## config.mk

```make
export PLATFORM = sky130hd
export DESIGN_NAME = brf_ctrl
export DESIGN_NICKNAME = d
export VERILOG_FILES = /design/src/brf_pkg.sv /design/src/brf_ctrl.sv
export SDC_FILE = /design/constraint.sdc
export NUM_CORES = 1
export LEC_CHECK = 0
export BUFFER_PORTS_ARGS = -buffer_cell sky130_fd_sc_hd__buf_4
export CAP_MARGIN = 20
export CORE_AREA = 2 2 39 41
export CTS_CLUSTER_DIAMETER = 40
export CTS_CLUSTER_SIZE = 40
export DETAILED_ROUTE_END_ITERATION = 8
export DIE_AREA = 0 0 41 43
export GPL_TIMING_DRIVEN = 0
export PLACE_DENSITY_LB_ADDON = 0.3
export SYNTH_ARGS = -nofsm -noshare
export SYNTH_HDL_FRONTEND = slang
export SYNTH_SLANG_ARGS = --single-unit
export TNS_END_PERCENT = 10
```

## constraint.sdc

```tcl
create_clock -name clk -period 1.8 [get_ports clk]
set_input_delay 0.18 -clock clk [delete_from_list [all_inputs] [get_ports clk]]
set_output_delay 0.18 -clock clk [all_outputs]
set_load 0.02 [all_outputs]
```

## src/brf_pkg.sv

```systemverilog
package brf_pkg;

  // ring geometry
  localparam int CAPACITY  = 1024;
  localparam int IDX_W     = $clog2(CAPACITY);
  localparam int CNT_W     = IDX_W + 1;
  localparam int SUM_W     = CNT_W + 1;

  // replacement message
  localparam int MSG_LEN   = 38;
  localparam int MSG_IDX_W = (MSG_LEN > 1) ? $clog2(MSG_LEN) : 1;

  // trigger pattern, oldest byte first: pat_first, pat_mid, pat_last
  localparam logic [7:0] PAT_FIRST = 8'h55;
  localparam logic [7:0] PAT_MID   = 8'h43;
  localparam logic [7:0] PAT_LAST  = 8'h46;

  // message bytes written in place of the pattern
  localparam logic [7:0] MSG_ROM [MSG_LEN] = '{
    8'h55, 8'h6E, 8'h64, 8'h65, 8'h66, 8'h65, 8'h61, 8'h74, 8'h65, 8'h64,
    8'h20, 8'h32, 8'h30, 8'h31, 8'h38,
    8'h20, 8'h4E, 8'h61, 8'h74, 8'h69, 8'h6F, 8'h6E, 8'h61, 8'h6C,
    8'h20, 8'h43, 8'h68, 8'h61, 8'h6D, 8'h70, 8'h69, 8'h6F, 8'h6E, 8'h73,
    8'h20, 8'h55, 8'h43, 8'h46
  };

  typedef enum logic [1:0] {
    OP_PUSH  = 2'd0,
    OP_POP   = 2'd1,
    OP_SPAN  = 2'd2,
    OP_CLEAR = 2'd3
  } brf_op_t;

  typedef enum logic [1:0] {
    ST_OK        = 2'd0,
    ST_DROP_FULL = 2'd1,
    ST_POP_EMPTY = 2'd2,
    ST_SPAN_LONG = 2'd3
  } brf_status_t;

  typedef struct packed {
    brf_op_t          operation;
    logic [7:0]       data_byte;
    logic [CNT_W-1:0] span_length;
  } brf_in_t;

  typedef struct packed {
    logic [7:0]       read_byte;
    logic [IDX_W-1:0] first_offset;
    logic [CNT_W-1:0] first_length;
    logic [CNT_W-1:0] second_length;
    logic [CNT_W-1:0] fill_count;
    logic             is_empty;
    logic             is_full;
    brf_status_t      status;
    logic             replaced;
  } brf_out_t;

  // controller to datapath
  typedef struct packed {
    logic take;
    logic push_wr;
    logic set_full;
    logic rd_third;
    logic rewind;
    logic msg_wr;
    logic pop_rd;
    logic set_empty;
    logic pop_cap;
    logic span;
    logic clear;
    logic load_out;
  } brf_cmd_t;

  // datapath to controller
  typedef struct packed {
    logic full;
    logic empty;
    logic hit;
    logic msg_stop;
    logic msg_last;
    logic out_free;
  } brf_sts_t;

endpackage

```

## src/brf_ctrl.sv

```systemverilog
module brf_ctrl import brf_pkg::*; (
  input  logic     clk,
  input  logic     rst_n,
  input  logic     in_valid,
  input  brf_op_t  in_op,
  input  brf_sts_t sts,
  output logic     in_ready,
  output brf_cmd_t cmd
);

  typedef enum logic [3:0] {
    S_IDLE,
    S_PUSH,
    S_RD2,
    S_CHK,
    S_MSG,
    S_POP,
    S_POPW,
    S_SPAN,
    S_CLR,
    S_DONE
  } state_t;

  state_t state_r, state_nxt;

  assign in_ready = (state_r == S_IDLE);

  // next state and commands
  always_comb begin
    state_nxt = state_r;
    cmd       = '0;
    unique case (state_r)
      S_IDLE: begin
        if (in_valid) begin
          cmd.take = 1'b1;
          unique case (in_op)
            OP_PUSH:  state_nxt = S_PUSH;
            OP_POP:   state_nxt = S_POP;
            OP_SPAN:  state_nxt = S_SPAN;
            OP_CLEAR: state_nxt = S_CLR;
            default:  state_nxt = S_CLR;
          endcase
        end
      end
      S_PUSH: begin
        if (sts.full) begin
          cmd.set_full = 1'b1;
          state_nxt    = S_DONE;
        end else begin
          cmd.push_wr = 1'b1;
          state_nxt   = S_RD2;
        end
      end
      S_RD2: begin
        cmd.rd_third = 1'b1;
        state_nxt    = S_CHK;
      end
      S_CHK: begin
        if (sts.hit) begin
          cmd.rewind = 1'b1;
          state_nxt  = S_MSG;
        end else begin
          state_nxt = S_DONE;
        end
      end
      S_MSG: begin
        if (sts.msg_stop) begin
          state_nxt = S_DONE;
        end else begin
          cmd.msg_wr = 1'b1;
          if (sts.msg_last) state_nxt = S_DONE;
        end
      end
      S_POP: begin
        if (sts.empty) begin
          cmd.set_empty = 1'b1;
          state_nxt     = S_DONE;
        end else begin
          cmd.pop_rd = 1'b1;
          state_nxt  = S_POPW;
        end
      end
      S_POPW: begin
        cmd.pop_cap = 1'b1;
        state_nxt   = S_DONE;
      end
      S_SPAN: begin
        cmd.span  = 1'b1;
        state_nxt = S_DONE;
      end
      S_CLR: begin
        cmd.clear = 1'b1;
        state_nxt = S_DONE;
      end
      S_DONE: begin
        if (sts.out_free) begin
          cmd.load_out = 1'b1;
          state_nxt    = S_IDLE;
        end
      end
      default: state_nxt = S_IDLE;
    endcase
  end

  // state register
  always_ff @(posedge clk) begin
    if (!rst_n) begin
      state_r <= S_IDLE;
    end else begin
      state_r <= state_nxt;
    end
  end

endmodule

```

==> impl_results.md <==
* Hold Path Class: in2reg
* RSZ-0062 raised after global routing: false
* Synth warnings at 0
* Initial core utilization at 34.99%
* Largest net degree at the start of global routing at 11
* Post-Synth XOR/XNOR Area at 0%
* Diode count at 0
* Slew Limit Fails at 0
* Total CTS buffers at 3
* Crit share post-route at 90.39%
* Total track usage at 15.26%
* Routability cong. at 0.8145
* Leak at 0.3516 nW
* Crit path max-delay cell type: dfxtp_1
* Share of layout cells above drive strength 1 at 42.22%
* Worst R2R Setup Slack at 0.41 ns
* Simple-Gate Fraction of Synth Area at 45.99%
* Total area of sequential cells at 80.08 um2
* Worst slew pin tran at 0.3210 ns
* # IOs at 24
* Mapped Area at 484.2 um2
* Maximum vdd drop at 0.5166 mV
* Netlist cell types at 30
* Minimum clock period at 1.627 ns
* Largest family of logic cells by synthesized area: simple AND/OR/NAND/NOR gates
* Crit path capture: cmd[5]
* Fill cells at 140
* Worst setup EP type: primary output
* Mapped Cells at 64
* Final hold violations at 0
* Hpwl dp at 977.1 um
* Main flop type after synthesis: dfxtp_1
* Port Buf Inserts at 23
* GR Overflow Total at 0
* Hold Buf Count CTS at 0
* Top Registers: state_r: 4 flops
* Status: completed
* Clock transition at the registers of the reported paths at 0.04 ns
* Core ar. at 1384 um2
* Critical path data arrival time at 1.45 ns
* CTS resizes at 0
* Worst Path Buf+Inv at 2
* Clk_lat worst skew at 0.24 ns
* Number of routed nets with antenna violations at 0
* Crit path launch: state_r[0]
* Adder-cell share of the synthesized area at 7.752%
* Crit Path Category: reg2out
* Die span in y at 43 um
* TritonCTS clock tree: yes
* Most frequent cells in the layout: buf_4 (24), nor2_1 (7), nor3_1 (7)
* Slew HR at 78.43%
* Fmax at 614.7 MHz
* Number of vias per cell at 5.113
* First-pass GRT wire length at 1794 um
* Area fraction in compound gates after synthesis at 16.54%
* Most flops, register: state_r
* Initial antenna violation count at 0
* Root Buffer: clkbuf_4
* Clk_skew at 0.01078 ns
* Post-CTS setup buffer count at 0
* Die ar. at 1763 um2
* Synth Register Bits at 4
* Most Frequent Cell on Critical Path: buf_4
* H-tree depth at 1
* Commonest non-fill, non-tap cell in the layout: buf_4
* DRC violations left at 0
* Die W at 41 um
* Fin nets at 106
* Vias in the first global route at 441
* Site row count at 14
* Critical Path Stages at 4
* PwrDens at 1481 nW/um2
* Crit path launch type: register
* Syn avg cell area at 7.566 um2
* Final hold slack at 0.2296 ns
* Max-cap viol count at 0
* DR vias at 542
* Total wire length at 1181 um
* Multi-input gate area at 360.3 um2
* Syn Nets at 78
* Longest Clk Path Bufs at 2
* Final total negative setup slack at 0 ns
* Final setup violation count at 0
* DR WL/cell at 11.14 um
* Max FFs per register at 4
* TritonRoute pass-1 iters at 4
* Critical-path cell list: buf_4 -> nand2_1 -> nor3_1 -> buf_4
* Worst Path Max Fanout at 10
* Worst path required time at 1.62 ns
* Number of enable flip-flop cells after synthesis at 0
* Register area share after synthesis at 16.54%
* Reg2reg path depth at 5
* Ys async rst share at 0%
* Crit Reg-Reg Endpoint: state_r[0]
* Slowest stage delay, CP at 0.39 ns
* Worst flop-to-flop path startpoint: state_r[0]
* Crit-path leading delay family: simple AND/OR/NAND/NOR gates
* TritonCTS Sinks at 4
* Iter 0 DRT Violations at 10
* Area Growth Syn to Fin at 44.44%
* Post-synthesis mux area share at 4.134%
[report_power, final]
part           internal, mW  switching, mW
registers             0.126         0.0345
clock network        0.0747         0.0392
logic                 0.344          0.418
total                 0.544          0.491
[how the worst min path moves through the flow]
stage	startpoint	end	depth (start not counted)
floorplan	rst_n	state_r[2]	2
global placement	rst_n	state_r[2]	3
detailed placement	rst_n	state_r[2]	3
CTS	rst_n	state_r[2]	3
global route	sts[1]	state_r[2]	3
finish	rst_n	state_r[2]	3
[synth_stat cells, drive strengths merged, types with 2 or more instances]
cell type	n	area share (%)
dfxtp	4	17
o22ai	3	3.9
inv	4	3.1
mux2i	2	4.1
a21oi	3	3.1
nor3	7	7.2
nand2	2	1.6
nor2b	3	3.9
buf	4	5.9
nor2	7	5.4
o21ai	4	5.7
and3	3	3.9
nand2b	3	5.4
ha	3	7.8
[worst reg2reg max path, cell delays in order, from the launching register on]
cell and delay, ns:
dfxtp_1 0.34, buf_4 0.18, nor3_1 0.22, mux2i_1 0.29, nand3_2 0.15, o21ai_2 0.15
[through the flow]
| stage | area [um2] | setup slack (ns) | utilization (%) | std cells | total power, mW |
|---|---|---|---|---|---|
| finish | 699.4 | 0.1731 | 50.54 | 106 | 1.036 |
| detailed placement | 676.9 | 0.3998 | 48.92 | 103 | 0.9258 |
| CTS | 699.4 | 0.1831 | 50.54 | 106 | 1.042 |
| floorplan | 484.2 | 0.2424 | - | 64 | 0.7098 |
| global route | 699.4 | 0.04482 | 50.54 | 106 | 1.125 |
| global placement | 676.9 | 0.4181 | 48.92 | 103 | 0.9171 |
[layer usage]
metal	global-route usage [%]	part of all wire, %
met3	7.853	8.7
met2	24.38	51
met4	4.000	0
met1	17.04	40
met5	0	0
[layout make-up]
class                   instances  area share, %
inverters                       4          2.147
repair buffers                 23          24.69
clock buffers                   3          3.220
well taps                      16          2.862
multi-input cells              52          51.52
flip-flops and latches          4          11.45
plain buffers                   4          4.114
[kinds of logic after synthesis]
group	Yosys count
compound gates	12
fa+ha+maj	3
buf+inv	8
flops	4
mux	2
simple gates	35
(Power assumes the default switching activity.)
